**src/hw/rtl/oct_pkg.sv**
```systemverilog
`timescale 1ns / 1ps

package oct_pkg;

    // Default number of rows in the command table.
    localparam int unsigned OCT_TABLE_DEPTH = 16;

    // Opcodes of an input item.
    localparam logic [1:0] OP_SEND = 2'd0;
    localparam logic [1:0] OP_ACK  = 2'd1;
    localparam logic [1:0] OP_READ = 2'd2;
    localparam logic [1:0] OP_NOP  = 2'd3;

    // Status codes of a result item.
    localparam logic [2:0] ST_INSERTED  = 3'd0;
    localparam logic [2:0] ST_UPDATED   = 3'd1;
    localparam logic [2:0] ST_ACKED     = 3'd2;
    localparam logic [2:0] ST_NO_MATCH  = 3'd3;
    localparam logic [2:0] ST_ROW_READ  = 3'd4;
    localparam logic [2:0] ST_ROW_EMPTY = 3'd5;

    // One row of the table, stored as one word of the table memory.
    typedef struct packed {
        logic [15:0] id;
        logic [31:0] command;
        logic [31:0] sent_time;
        logic        acked;
        logic [31:0] ack_time;
    } row_t;

    // Control from the sequencer to the compare unit.
    typedef struct packed {
        logic clear;
        logic check;
        logic ack_mode;
    } scan_ctl_t;

    // Flags from the compare unit back to the sequencer.
    typedef struct packed {
        logic hit;
        logic any_acked;
    } scan_flags_t;

    // Everything one result item carries.
    typedef struct packed {
        logic [2:0]  status;
        logic [3:0]  row_touched;
        logic        did_evict;
        logic [15:0] evicted_id;
        logic        resend_after_ack;
        logic        command_differs;
        logic [4:0]  entry_count;
        row_t        row;
    } result_t;

endpackage

```
**src/hw/rtl/oct_ram.sv**
```systemverilog
`timescale 1ns / 1ps

module oct_ram #(
    parameter int unsigned WIDTH = 8,
    parameter int unsigned DEPTH = 16,
    localparam int unsigned AW = (DEPTH > 1) ? $clog2(DEPTH) : 1
) (
    input  logic             clk,
    input  logic             we,
    input  logic [AW-1:0]    wr_addr,
    input  logic [WIDTH-1:0] wr_data,
    input  logic             rd_en,
    input  logic [AW-1:0]    rd_addr,
    output logic [WIDTH-1:0] rd_data
);

    logic [WIDTH-1:0] mem_reg [DEPTH];
    logic [WIDTH-1:0] rd_data_reg;

    always_ff @(posedge clk)
    begin
        if (we)
        begin
            mem_reg[wr_addr] <= wr_data;
        end
        if (rd_en)
        begin
            rd_data_reg <= mem_reg[rd_addr];
        end
    end

    assign rd_data = rd_data_reg;

endmodule

```
**src/hw/rtl/oct_scan.sv**
```systemverilog
`timescale 1ns / 1ps

module oct_scan import oct_pkg::*; #(
    parameter int unsigned TABLE_DEPTH = OCT_TABLE_DEPTH,
    localparam int unsigned AW = (TABLE_DEPTH > 1) ? $clog2(TABLE_DEPTH) : 1
) (
    input  logic              clk,
    input  logic              rst_n,
    input  scan_ctl_t         ctl,
    input  logic [AW-1:0]     chk_idx,
    input  row_t              row,
    input  logic [15:0]       key,
    output scan_flags_t       flags,
    output logic [AW-1:0]     acked_idx,
    output logic [15:0]       acked_id,
    output logic [15:0]       last_id
);

    logic          any_acked_reg;
    logic [AW-1:0] acked_idx_reg;
    logic [15:0]   acked_id_reg;
    logic [15:0]   last_id_reg;
    logic          id_eq;

    // An acknowledge only matches a row that is still waiting for one.
    assign id_eq     = (row.id == key);
    assign flags.hit = ctl.check && id_eq && !(ctl.ack_mode && row.acked);
    assign flags.any_acked = any_acked_reg;

    always_ff @(posedge clk or negedge rst_n)
    begin
        if (!rst_n)
        begin
            any_acked_reg <= 1'b0;
        end
        else if (ctl.clear)
        begin
            any_acked_reg <= 1'b0;
        end
        else if (ctl.check && row.acked)
        begin
            any_acked_reg <= 1'b1;
        end
    end

    // Rows are checked newest first, so the last acknowledged row seen is the oldest one.
    always_ff @(posedge clk)
    begin
        if (ctl.check && row.acked)
        begin
            acked_idx_reg <= chk_idx;
            acked_id_reg  <= row.id;
        end
        if (ctl.check)
        begin
            last_id_reg <= row.id;
        end
    end

    assign acked_idx = acked_idx_reg;
    assign acked_id  = acked_id_reg;
    assign last_id   = last_id_reg;

endmodule

```
**src/hw/rtl/outstanding_command_tracker_core.sv**
```systemverilog
`timescale 1ns / 1ps
// A read of a valid row fetches it from the table memory, a read past the valid rows or a
// no-operation goes straight to the result, an acknowledge or update scans for its row and
// rewrites it if found, and an insert scans every valid row and then shifts rows down to
// open row 0. The scan reads one row per cycle through the single read port of the table
// memory. Throughput: one item at a time, cmd_stall is low only between items. Reset clears
// the row count and the control state; table contents are not cleared.
module outstanding_command_tracker_core import oct_pkg::*; #(
    parameter int unsigned TABLE_DEPTH = OCT_TABLE_DEPTH
) (
    input  logic        clk,
    input  logic        rst_n,
    // Command channel.
    input  logic        cmd_valid,
    output logic        cmd_stall,
    input  logic [1:0]  opcode,
    input  logic [15:0] uplink_id,
    input  logic [31:0] command_code,
    input  logic [31:0] time_stamp,
    input  logic [3:0]  row_select,
    // Response channel.
    output logic        rsp_valid,
    input  logic        rsp_stall,
    output logic [2:0]  status,
    output logic [3:0]  row_touched,
    output logic        did_evict,
    output logic [15:0] evicted_id,
    output logic        resend_after_ack,
    output logic        command_differs,
    output logic [4:0]  entry_count,
    output logic [15:0] row_id,
    output logic [31:0] row_command,
    output logic [31:0] row_sent_time,
    output logic        row_acked,
    output logic [31:0] row_ack_time
);

    // Row index width, row count width, and a width that holds both a count and row_select.
    localparam int unsigned AW = (TABLE_DEPTH > 1) ? $clog2(TABLE_DEPTH) : 1;
    localparam int unsigned CW = $clog2(TABLE_DEPTH + 1);
    localparam int unsigned SW = (CW > 4) ? CW : 4;

    // The sequencer. SCAN walks the rows newest first through the compare unit; SHIFT moves
    // rows down by one to open row 0; INSERT writes the new row; HIT rewrites a matched row;
    // RDWAIT collects a read row; FINISH hands the item's result to the output register.
    typedef enum logic [6:0] {
        S_IDLE   = 7'b0000001,
        S_SCAN   = 7'b0000010,
        S_SHIFT  = 7'b0000100,
        S_INSERT = 7'b0001000,
        S_HIT    = 7'b0010000,
        S_RDWAIT = 7'b0100000,
        S_FINISH = 7'b1000000
    } state_t;

    state_t         state_reg, state_next;
    logic [1:0]     op_reg, op_next;
    logic [15:0]    id_reg, id_next;
    logic [31:0]    code_reg, code_next;
    logic [31:0]    ts_reg, ts_next;
    logic [CW-1:0]  count_reg, count_next;
    logic [CW-1:0]  issue_reg, issue_next;
    logic           pend_reg, pend_next;
    logic [AW-1:0]  chk_idx_reg, chk_idx_next;
    logic [AW-1:0]  hit_idx_reg, hit_idx_next;
    row_t           hit_row_reg, hit_row_next;
    logic [CW-1:0]  sh_left_reg, sh_left_next;
    logic           wpend_reg, wpend_next;
    logic [AW-1:0]  waddr_reg, waddr_next;
    logic           evict_reg, evict_next;
    result_t        res_reg, res_next;
    result_t        rsp_reg, rsp_next;
    logic           rsp_valid_reg, rsp_valid_next;

    logic           cmd_accept;
    logic [SW-1:0]  sel_w;
    logic [SW-1:0]  count_w;
    logic           sel_in_range;
    logic [CW-1:0]  sh_dec;
    logic [AW+3:0]  hit_idx_w;
    logic [CW+4:0]  count_ext;
    logic           table_full;
    row_t           new_row;
    result_t        res_final;

    logic           ram_we;
    logic [AW-1:0]  ram_waddr;
    row_t           ram_wdata;
    logic           ram_re;
    logic [AW-1:0]  ram_raddr;
    row_t           ram_rdata;

    scan_ctl_t      scan_ctl;
    scan_flags_t    scan_flags;
    logic [AW-1:0]  scan_acked_idx;
    logic [15:0]    scan_acked_id;
    logic [15:0]    scan_last_id;

    // All rows of the table live in one memory word each.
    oct_ram #(
        .WIDTH ($bits(row_t)),
        .DEPTH (TABLE_DEPTH)
    ) u_table (
        .clk     (clk),
        .we      (ram_we),
        .wr_addr (ram_waddr),
        .wr_data (ram_wdata),
        .rd_en   (ram_re),
        .rd_addr (ram_raddr),
        .rd_data (ram_rdata)
    );

    // The shared compare unit sees one row per cycle and also remembers the oldest
    // acknowledged row and the oldest row, which are the eviction candidates.
    oct_scan #(
        .TABLE_DEPTH (TABLE_DEPTH)
    ) u_scan (
        .clk       (clk),
        .rst_n     (rst_n),
        .ctl       (scan_ctl),
        .chk_idx   (chk_idx_reg),
        .row       (ram_rdata),
        .key       (id_reg),
        .flags     (scan_flags),
        .acked_idx (scan_acked_idx),
        .acked_id  (scan_acked_id),
        .last_id   (scan_last_id)
    );

    assign cmd_stall  = (state_reg != S_IDLE);
    assign cmd_accept = cmd_valid && !cmd_stall;

    // A read is served only for rows that hold an entry; row_select is four bits wide,
    // so a deeper table can only be read in its first sixteen rows.
    assign sel_w        = SW'(row_select);
    assign count_w      = SW'(count_reg);
    assign sel_in_range = (sel_w < count_w);

    assign sh_dec     = sh_left_reg - CW'(1);
    assign hit_idx_w  = {4'b0000, hit_idx_reg};
    assign count_ext  = {5'b00000, count_reg};
    assign table_full = (count_reg == CW'(TABLE_DEPTH));

    always_comb
    begin
        new_row           = '0;
        new_row.id        = id_reg;
        new_row.command   = code_reg;
        new_row.sent_time = ts_reg;
    end

    // The row count goes out as it stands when the result is handed over.
    always_comb
    begin
        res_final             = res_reg;
        res_final.entry_count = count_ext[4:0];
    end

    always_comb
    begin
        state_next     = state_reg;
        op_next        = op_reg;
        id_next        = id_reg;
        code_next      = code_reg;
        ts_next        = ts_reg;
        count_next     = count_reg;
        issue_next     = issue_reg;
        pend_next      = pend_reg;
        chk_idx_next   = chk_idx_reg;
        hit_idx_next   = hit_idx_reg;
        hit_row_next   = hit_row_reg;
        sh_left_next   = sh_left_reg;
        wpend_next     = wpend_reg;
        waddr_next     = waddr_reg;
        evict_next     = evict_reg;
        res_next       = res_reg;
        rsp_next       = rsp_reg;
        rsp_valid_next = rsp_valid_reg;

        ram_we    = 1'b0;
        ram_waddr = waddr_reg;
        ram_wdata = ram_rdata;
        ram_re    = 1'b0;
        ram_raddr = '0;
        scan_ctl  = '0;

        if (rsp_valid_reg && !rsp_stall)
        begin
            rsp_valid_next = 1'b0;
        end

        unique case (state_reg)
            S_IDLE:
            begin
                scan_ctl.clear = 1'b1;
                if (cmd_accept)
                begin
                    op_next         = opcode;
                    id_next         = uplink_id;
                    code_next       = command_code;
                    ts_next         = time_stamp;
                    issue_next      = '0;
                    pend_next       = 1'b0;
                    evict_next      = 1'b0;
                    res_next        = '0;
                    res_next.status = ST_ROW_EMPTY;
                    case (opcode) inside
                        OP_SEND, OP_ACK:
                        begin
                            state_next = S_SCAN;
                        end
                        OP_READ:
                        begin
                            res_next.row_touched = row_select;
                            if (sel_in_range)
                            begin
                                ram_re     = 1'b1;
                                ram_raddr  = sel_w[AW-1:0];
                                state_next = S_RDWAIT;
                            end
                            else
                            begin
                                state_next = S_FINISH;
                            end
                        end
                        default:
                        begin
                            state_next = S_FINISH;
                        end
                    endcase
                end
            end

            S_SCAN:
            begin
                // The row read last cycle is checked while the next one is read.
                scan_ctl.check    = pend_reg;
                scan_ctl.ack_mode = (op_reg == OP_ACK);
                if (scan_flags.hit)
                begin
                    hit_idx_next = chk_idx_reg;
                    hit_row_next = ram_rdata;
                    state_next   = S_HIT;
                end
                else if (issue_reg < count_reg)
                begin
                    ram_re       = 1'b1;
                    ram_raddr    = issue_reg[AW-1:0];
                    issue_next   = issue_reg + CW'(1);
                    pend_next    = 1'b1;
                    chk_idx_next = issue_reg[AW-1:0];
                end
                else
                begin
                    pend_next = 1'b0;
                    if (!pend_reg)
                    begin
                        // Every valid row was checked without a match.
                        if (op_reg == OP_ACK)
                        begin
                            res_next.status = ST_NO_MATCH;
                            state_next      = S_FINISH;
                        end
                        else
                        begin
                            // With a full table the victim row is dropped by letting the
                            // rows above it slide down over it; rows below it stay put.
                            wpend_next = 1'b0;
                            if (table_full)
                            begin
                                evict_next         = 1'b1;
                                res_next.did_evict = 1'b1;
                                if (scan_flags.any_acked)
                                begin
                                    res_next.evicted_id = scan_acked_id;
                                    sh_left_next        = CW'(scan_acked_idx);
                                end
                                else
                                begin
                                    res_next.evicted_id = scan_last_id;
                                    sh_left_next        = count_reg - CW'(1);
                                end
                            end
                            else
                            begin
                                sh_left_next = count_reg;
                            end
                            state_next = S_SHIFT;
                        end
                    end
                end
            end

            S_SHIFT:
            begin
                // Row i-1 is read in one cycle and written to row i in the next.
                if (wpend_reg)
                begin
                    ram_we    = 1'b1;
                    ram_waddr = waddr_reg;
                    ram_wdata = ram_rdata;
                end
                if (sh_left_reg != '0)
                begin
                    ram_re       = 1'b1;
                    ram_raddr    = sh_dec[AW-1:0];
                    waddr_next   = sh_left_reg[AW-1:0];
                    wpend_next   = 1'b1;
                    sh_left_next = sh_dec;
                end
                else
                begin
                    wpend_next = 1'b0;
                    state_next = S_INSERT;
                end
            end

            S_INSERT:
            begin
                ram_we    = 1'b1;
                ram_waddr = '0;
                ram_wdata = new_row;
                if (!evict_reg)
                begin
                    count_next = count_reg + CW'(1);
                end
                res_next.status      = ST_INSERTED;
                res_next.row_touched = 4'd0;
                state_next           = S_FINISH;
            end

            S_HIT:
            begin
                ram_we    = 1'b1;
                ram_waddr = hit_idx_reg;
                ram_wdata = hit_row_reg;
                res_next.row_touched = hit_idx_w[3:0];
                if (op_reg == OP_SEND)
                begin
                    ram_wdata.command        = code_reg;
                    ram_wdata.sent_time      = ts_reg;
                    ram_wdata.acked          = 1'b0;
                    ram_wdata.ack_time       = '0;
                    res_next.status           = ST_UPDATED;
                    res_next.resend_after_ack = hit_row_reg.acked;
                    res_next.command_differs  = (hit_row_reg.command != code_reg);
                end
                else
                begin
                    ram_wdata.acked    = 1'b1;
                    ram_wdata.ack_time = ts_reg;
                    res_next.status    = ST_ACKED;
                end
                state_next = S_FINISH;
            end

            S_RDWAIT:
            begin
                res_next.status = ST_ROW_READ;
                res_next.row    = ram_rdata;
                if (!ram_rdata.acked)
                begin
                    res_next.row.ack_time = '0;
                end
                state_next = S_FINISH;
            end

            S_FINISH:
            begin
                if (!rsp_valid_reg || !rsp_stall)
                begin
                    rsp_next       = res_final;
                    rsp_valid_next = 1'b1;
                    state_next     = S_IDLE;
                end
            end

            default:
            begin
                state_next = S_IDLE;
            end
        endcase
    end

    always_ff @(posedge clk or negedge rst_n)
    begin
        if (!rst_n)
        begin
            state_reg     <= S_IDLE;
            count_reg     <= '0;
            issue_reg     <= '0;
            pend_reg      <= 1'b0;
            sh_left_reg   <= '0;
            wpend_reg     <= 1'b0;
            evict_reg     <= 1'b0;
            rsp_valid_reg <= 1'b0;
        end
        else
        begin
            state_reg     <= state_next;
            count_reg     <= count_next;
            issue_reg     <= issue_next;
            pend_reg      <= pend_next;
            sh_left_reg   <= sh_left_next;
            wpend_reg     <= wpend_next;
            evict_reg     <= evict_next;
            rsp_valid_reg <= rsp_valid_next;
        end
    end

    always_ff @(posedge clk)
    begin
        op_reg      <= op_next;
        id_reg      <= id_next;
        code_reg    <= code_next;
        ts_reg      <= ts_next;
        chk_idx_reg <= chk_idx_next;
        hit_idx_reg <= hit_idx_next;
        hit_row_reg <= hit_row_next;
        waddr_reg   <= waddr_next;
        res_reg     <= res_next;
        rsp_reg     <= rsp_next;
    end

    assign rsp_valid        = rsp_valid_reg;
    assign status           = rsp_reg.status;
    assign row_touched      = rsp_reg.row_touched;
    assign did_evict        = rsp_reg.did_evict;
    assign evicted_id       = rsp_reg.evicted_id;
    assign resend_after_ack = rsp_reg.resend_after_ack;
    assign command_differs  = rsp_reg.command_differs;
    assign entry_count      = rsp_reg.entry_count;
    assign row_id           = rsp_reg.row.id;
    assign row_command      = rsp_reg.row.command;
    assign row_sent_time    = rsp_reg.row.sent_time;
    assign row_acked        = rsp_reg.row.acked;
    assign row_ack_time     = rsp_reg.row.ack_time;

    // The compare unit reports a match only while the sequencer is scanning.
    a_hit_in_scan: assert property (@(posedge clk) disable iff (!rst_n)
        scan_flags.hit |-> state_reg == S_SCAN)
        else $error("compare unit hit outside of a scan");

    // No table write ever lands beyond the row just past the valid rows.
    a_write_in_bounds: assert property (@(posedge clk) disable iff (!rst_n)
        ram_we |-> CW'(ram_waddr) <= count_reg)
        else $error("table write beyond the valid rows");

    // An insert without eviction grows the table by exactly one row.
    a_insert_grows: assert property (@(posedge clk) disable iff (!rst_n)
        (state_reg == S_INSERT && !evict_reg) |=> count_reg == $past(count_reg) + CW'(1))
        else $error("insert did not grow the row count by one");

    // An eviction happens only with a full table, and the count stays full.
    a_evict_full: assert property (@(posedge clk) disable iff (!rst_n)
        (state_reg == S_INSERT && evict_reg) |-> count_reg == CW'(TABLE_DEPTH))
        else $error("eviction with a table that is not full");

endmodule

```
**config.mk**
```make
export PLATFORM = sky130hd
export DESIGN_NAME = outstanding_command_tracker_core
export DESIGN_NICKNAME = d
export VERILOG_FILES = /design/src/hw/rtl/oct_pkg.sv /design/src/hw/rtl/oct_ram.sv /design/src/hw/rtl/oct_scan.sv /design/src/hw/rtl/outstanding_command_tracker_core.sv
export SDC_FILE = /design/constraint.sdc
export NUM_CORES = 2
export LEC_CHECK = 0
export BUFFER_PORTS_ARGS = -buffer_cell sky130_fd_sc_hd__buf_4
export CORE_ASPECT_RATIO = 0.8
export CORE_MARGIN = 3
export CORE_UTILIZATION = 55
export DETAILED_ROUTE_END_ITERATION = 10
export MAX_ROUTING_LAYER = met4
export PLACE_DENSITY_LB_ADDON = 0.05
export SLEW_MARGIN = 10
export SYNTH_ARGS = -nofsm -noshare
export SYNTH_HDL_FRONTEND = slang
export SYNTH_SLANG_ARGS = --single-unit
```
**constraint.sdc**
```tcl
create_clock -name clk -period 11.45 [get_ports clk]
set_clock_uncertainty 0.2 [all_clocks]
set_input_delay 0.5725 -clock clk [delete_from_list [all_inputs] [get_ports clk]]
set_output_delay 0.5725 -clock clk [all_outputs]
set_load 0.005 [all_outputs]
```
### Word level (Yosys, flattened, before mapping)

Memories as Yosys holds them, arrays and structs flattened. A register that Yosys moved wholly into a read port is not among the register bits.
Cells that the tools add are included.

* add/subtract/negate cells: 4
* $lt $le $gt $ge: 2
* eq/ne operators: 28
* muxes and demuxes: 89
* bitwise operators: 2
* reduce and logical (&&, ||, !) cells: 40

Operators with widths (count)
* $pmux 113 s2: 2
* $mux 144: 1
* $mux 17: 5
* $mux 7: 10
* $mux 64: 1
* $mux 5: 10
* $mux 4: 9
* $pmux 7 s5: 1
* $pmux 17 s2: 1
* $mux 33: 1
* $mux 32: 1
* $ne 32x32->1: 1
* $mux 1: 27
* $ne 2x2->1 const B: 12
* $pmux 4 s3: 2
* $pmux 5 s2: 2
* $eq 16x16->1: 1
* $mux 16: 1
* $pmux 3 s5: 1
* $reduce_and 2->1: 7
* $mux 3: 4
* $reduce_and 6->1: 2
* $add 5x1->5 const B: 2
* $reduce_and 5->1: 2
* other kinds (33): 59

* bits in registers: 521
* memory bits (writable): 1808
* bits of input ports: 90
* output and inout port bits: 146
* word-level logic and storage cells: 212
* memories kept: 1

Memory list
* u_table.mem_reg: words 16, bits a word 113, rd ports 1, clocked after Yosys merged registers in 1, wr ports 1, line oct_ram.sv:17 `logic [WIDTH-1:0] mem_reg [DEPTH];`

### Logic depth before layout (Yosys ltp)

* depth in word-level cells: 8
* mapped depth: 16
* mapped depth without buffers: 12

### By module

A second synthesis with hierarchy kept.

* cell total of the unflattened synthesis: 4174
* area, all modules: 91378.9 sq um

Modules (own cells, without submodules)
* oct_ram: instances 1, cells each 2890, area each 70914.3 sq um, seq. area each 57685.3 sq um
* outstanding_command_tracker_core: instances 1, cells each 1220, area each 19149.6 sq um, seq. area each 14405.1 sq um
* oct_scan: instances 1, cells each 64, area each 1315.0 sq um, seq. area each 1106.1 sq um

### Worst setup path after synthesis

OpenSTA, ideal clock, no wires.

* kind: register to register
* start point: reg state_reg[4]
* end point: reg rsp_reg, in the netlist command_differs, enable pin
* library setup time: 0.695 ns
* arrival time: 7.817 ns
* data required time: 10.555 ns
* setup slack: 2.738 ns
* cell stages (with the launch flop): 4
* path buffers: 0
* period minus slack after synthesis: 8.712 ns
* cells stage by stage: dfrtp_1 -> nor3_2 -> nand4b_1 -> a21oi_1

* cells in the longest elaborated chain, start to end: 2

RTL lines
* start, declared: line outstanding_command_tracker_core.sv:56 `state_t state_reg, state_next;`
* start signal, assigned: line outstanding_command_tracker_core.sv:400 `state_reg <= state_next;`
* $eq 7x7->1: line outstanding_command_tracker_core.sv:192 `unique case (state_reg)`
* $reduce_and 2->1 (no source line)
* end signal, assigned: line outstanding_command_tracker_core.sv:422 `rsp_reg <= rsp_next;`
* end, declared: line outstanding_command_tracker_core.sv:72 `result_t rsp_reg, rsp_next;`

No other way between the ends.
A chain may end at the register's enable or synchronous reset.

### Worst setup path after layout

* start point: reg state_reg[6]
* end point: reg u_table.rd_data_reg[47], in the netlist u_table.rd_data[47] (read register of u_table.mem_reg), data pin

* cells in the longest elaborated chain, start to end: 7
* elaborated cells between the ends (all ways): 17
* classes of those cells: eq/ne (4); mux (7); reduce/logical (6)

RTL lines
* $eq 7x2->1: line outstanding_command_tracker_core.sv:192
* $mux 2: line outstanding_command_tracker_core.sv:192
* $logic_and 1x1->1: line oct_scan.sv:27 `assign flags.hit = ctl.check && id_eq && !(ctl.ack_mode && row.acked);`
* $logic_not 1->1: line oct_scan.sv:27
* $logic_and 1x1->1: line oct_scan.sv:27
* $mux 4 / $mux 1 (equally long branches): line outstanding_command_tracker_core.sv:239 `if (scan_flags.hit)`
* $pmux 4 s3 / $pmux 1 s3 (equally long branches): line outstanding_command_tracker_core.sv:192
* end, declared: line oct_ram.sv:18 `logic [WIDTH-1:0] rd_data_reg;`

Several ways; a longest one is shown, not always the timed one.

==> impl_metrics.py <==
metrics = {
    "run_status": {
        "status": "finished, final reports clean",
    },
    "global_routing": {
        "grt_use_met2": 0.448,
        "use_met1": 0.454,
        "grt.busiest_layer": "met1",
        "grt_pass1_wl_um": 373000,
        "grt.overflow.total": 0,
        "grt_max_degree": 170,
        "antenna_found_initial": 6,
        "met3_usage": 0.0485,
        "grt_pass1_vias": 52100,
        "track_usage": 0.304,
    },
    "floorplan": {
        "num_io_pins": 236,
        "rows": 133,
        "die_x_um": 464,
        "die_area_um2": 173000,
        "die_h_um": 373,
        "start_util": 0.558,
        "core_um2": 166000,
    },
    "cts": {
        "cts_buffer_depth": 3,
        "clk_pin_slew_ps": 60,
        "cts-root-buf": "clkbuf_16",
        "cts_tree": "built",
        "numCtsBuffers": 224,
        "cts_sinks": 2442,
        "h-tree-depth": 4,
        "clk_latency_ps": 870,
        "cts_resized": 0,
    },
    "routing": {
        "drtAntennaViolNets": 0,
        "drtPass1Iterations": 6,
        "dr.first_iter.drc_count": 7794,
        "viasPerCell": 6.29,
        "routed-via-count": 55200,
        "avgRoutedWirePerCell_um": 29.6,
        "wirelength_um": 260000,
        "remaining_drc_errors": 0,
    },
    "placed_design": {
        "place_hpwl_um": 127000,
        "gp_congestion": 0.836,
        "port_buffers": 235,
    },
    "logic_synthesis": {
        "synth_cell_types": 68,
        "synth_cells": 6086,
        "ys_async_sr_fraction": 0.0111,
        "syn_area_um2": 92500,
        "yosys_warnings": 0,
        "synth_ff_type": "edfxtp_1",
        "syn_nets": 6187,
        "syn_avg_cell_area_um2": 15.2,
        "ys_seq_elements": 2442,
        "synth-edff-count": 2415,
        "yosysSeqAreaShare": 0.791,
    },
    "timing": {
        "clock.fmax_ghz": 0.164,
        "tightest_slew_ps": 1280,
        "fin_crit_ps": 6090,
        "hold_viol": 0,
        "min_period_over_period": 0.532,
        "slew_headroom": 0.147,
        "rsz0062_at_grt": "no",
        "finalMaxSlewViolations": 0,
        "fin_tns_setup_ps": 0,
        "setup_viol": 0,
    },
    "setup_path": {
        "endpoint_kind": "flop",
        "start_kind": "flop",
        "cp.required_ps": 11830,
        "path_max_fanout": 77,
        "cp.arrival_ps": 6470,
        "crit_type": "flop to flop",
    },
    "finish": {
        "largest_reg_flops": 1808,
        "final_common_cell": "edfxtp_1",
        "layout_common_cells": "edfxtp_1, nand2_1, nand3_1",
        "nets": 6465,
        "drive_above_1_share": 0.107,
        "n_fill_cell": 12100,
        "fin_util": 0.631,
        "areaGrowthSynthToFinish_pct": 13.1,
    },
    "power_and_ir_drop": {
        "peakVddDrop_v": 0.000187,
        "power.density_nw_per_um2": 192,
        "p_leak_nw": 35.4,
    },
    "min_path": {
        "hold_path.class": "flop to flop",
    },
    "run": {
        "maxCapViolations": 0,
    },
}
[cell type report]
cell class,count,area (um^2),area share
Sequential cell,2442,73200,0.699
Multi-Input combinational cell,3193,17700,0.169
Clock buffer,293,6010,0.0574
Timing Repair Buffer,422,3610,0.0345
Tap cell,2227,2790,0.0266
Clock inverter,117,1040,0.00994
Inverter,81,309,0.00295
Antenna cell,3,7.51,0.0000717
[critical path, cell delays in order, from the launching register on]
cell	delay, ps
dfrtp_1	440
nor4b_2	310
nand2_1	510
inv_2	420
nand4_1	220
o2111ai_2	260
buf_4	350
and2_4	620
buf_4	690
buf_4	870
mux2i_1	270
a22oi_1	110
a21oi_1	260
o21ai_1	100
[per-stage QoR]
step | worst slack, ps | instance area, um^2 | total power [mW] | hold slack [ps] | instances
2_1_floorplan | 2740 | 92500 | 12.1 | 76.9 | 6086
3_3_place_gp | 5450 | 96700 | 12.9 | 203 | 8274
3_5_place_dp | 5410 | 96700 | 12.9 | 205 | 8274
4_1_cts | 5370 | 105000 | 20.2 | 174 | 8775
5_1_grt | 4960 | 105000 | 20.7 | 201 | 8776
6_report | 5360 | 105000 | 20.1 | 214 | 8778
[final timing paths]
kind	from	slack, ps	cells after the start	to
max	state_reg[6]$_DFFE_PN0P_	5360	13	u_table.rd_data[47]$_DFFE_PP_
min	res_final[58]$_SDFFCE_PN0P_	210	0	row_sent_time[25]$_DFFE_PP_
max reg2reg	state_reg[6]$_DFFE_PN0P_	5360	13	u_table.rd_data[47]$_DFFE_PP_
min reg2reg	res_final[58]$_SDFFCE_PN0P_	210	0	row_sent_time[25]$_DFFE_PP_
max in group asynchronous	rst_n	10300	4	sh_left_reg[4]$_DFFE_PN0P_
min in group asynchronous	rst_n	580	4	sh_left_reg[3]$_DFFE_PN0P_
[cells in the mapped netlist, types with 3 or more instances]
cell | n | share of area
edfxtp_1 | 2415 | 0.78
o21ai_1 | 46 | 0.0025
o21a_1 | 3 | 0.00024
a21o_1 | 7 | 0.00057
a31oi_1 | 71 | 0.0048
xor2_1 | 11 | 0.0010
o21ai_0 | 98 | 0.0053
buf_2 | 96 | 0.0052
inv_1 | 79 | 0.0032
buf_6 | 5 | 0.00061
or3_1 | 3 | 0.00020
a211oi_1 | 33 | 0.0027
o2111ai_1 | 110 | 0.010
a22oi_1 | 121 | 0.0098
dfrtp_1 | 26 | 0.0070
buf_1 | 35 | 0.0014
a22o_1 | 36 | 0.0034
o31ai_1 | 44 | 0.0036
o311ai_1 | 6 | 0.00057
a21oi_1 | 226 | 0.012
nor2b_1 | 4 | 0.00027
nand2_1 | 1248 | 0.051
nand4_1 | 20 | 0.0014
o22ai_1 | 5 | 0.00034
buf_4 | 12 | 0.00097
and3_1 | 53 | 0.0036
xnor2_1 | 46 | 0.0044
nor2_1 | 115 | 0.0047
nand2b_1 | 4 | 0.00027
a222oi_1 | 64 | 0.0069
o211ai_1 | 12 | 0.00097
nor4_1 | 6 | 0.00041
and2_1 | 85 | 0.0057
nor3_1 | 15 | 0.00081
clkbuf_1 | 222 | 0.0090
nand3_1 | 465 | 0.025
a221oi_1 | 50 | 0.0047
mux2i_1 | 141 | 0.015
ha_1 | 11 | 0.0015
[report_power, final]
| part | switching [mW] | internal (mW) |
|---|---|---|
| Clock | 3.23 | 4.06 |
| Sequential | 0.233 | 10.5 |
| Combinational | 1.49 | 0.556 |
| Total | 4.95 | 15.1 |
[metal layers]
layer  up-vias  share of wire
met4         0          0.020
met3       340           0.10
li1      23700              -
met2      3139           0.45
met1     28000           0.42
met5         -              0
[timing repair]
item / CTS / global route
setup buffers: 0 / 0
hold buffers: 91 / 0
hold endpoints to repair: 131 / 0
setup endpoints to repair: 0 / 0
[cell families after synthesis]
group / after synthesis / share of synthesized area
mux: 141 / 0.0153
flops: 2442 / 0.791
buf+inv: 451 / 0.0205
compound gates: 949 / 0.0710
simple gates: 2035 / 0.0950
fa+ha+maj: 11 / 0.00149
xor+xnor: 57 / 0.00540
Power figures use the tool's default switching activity.
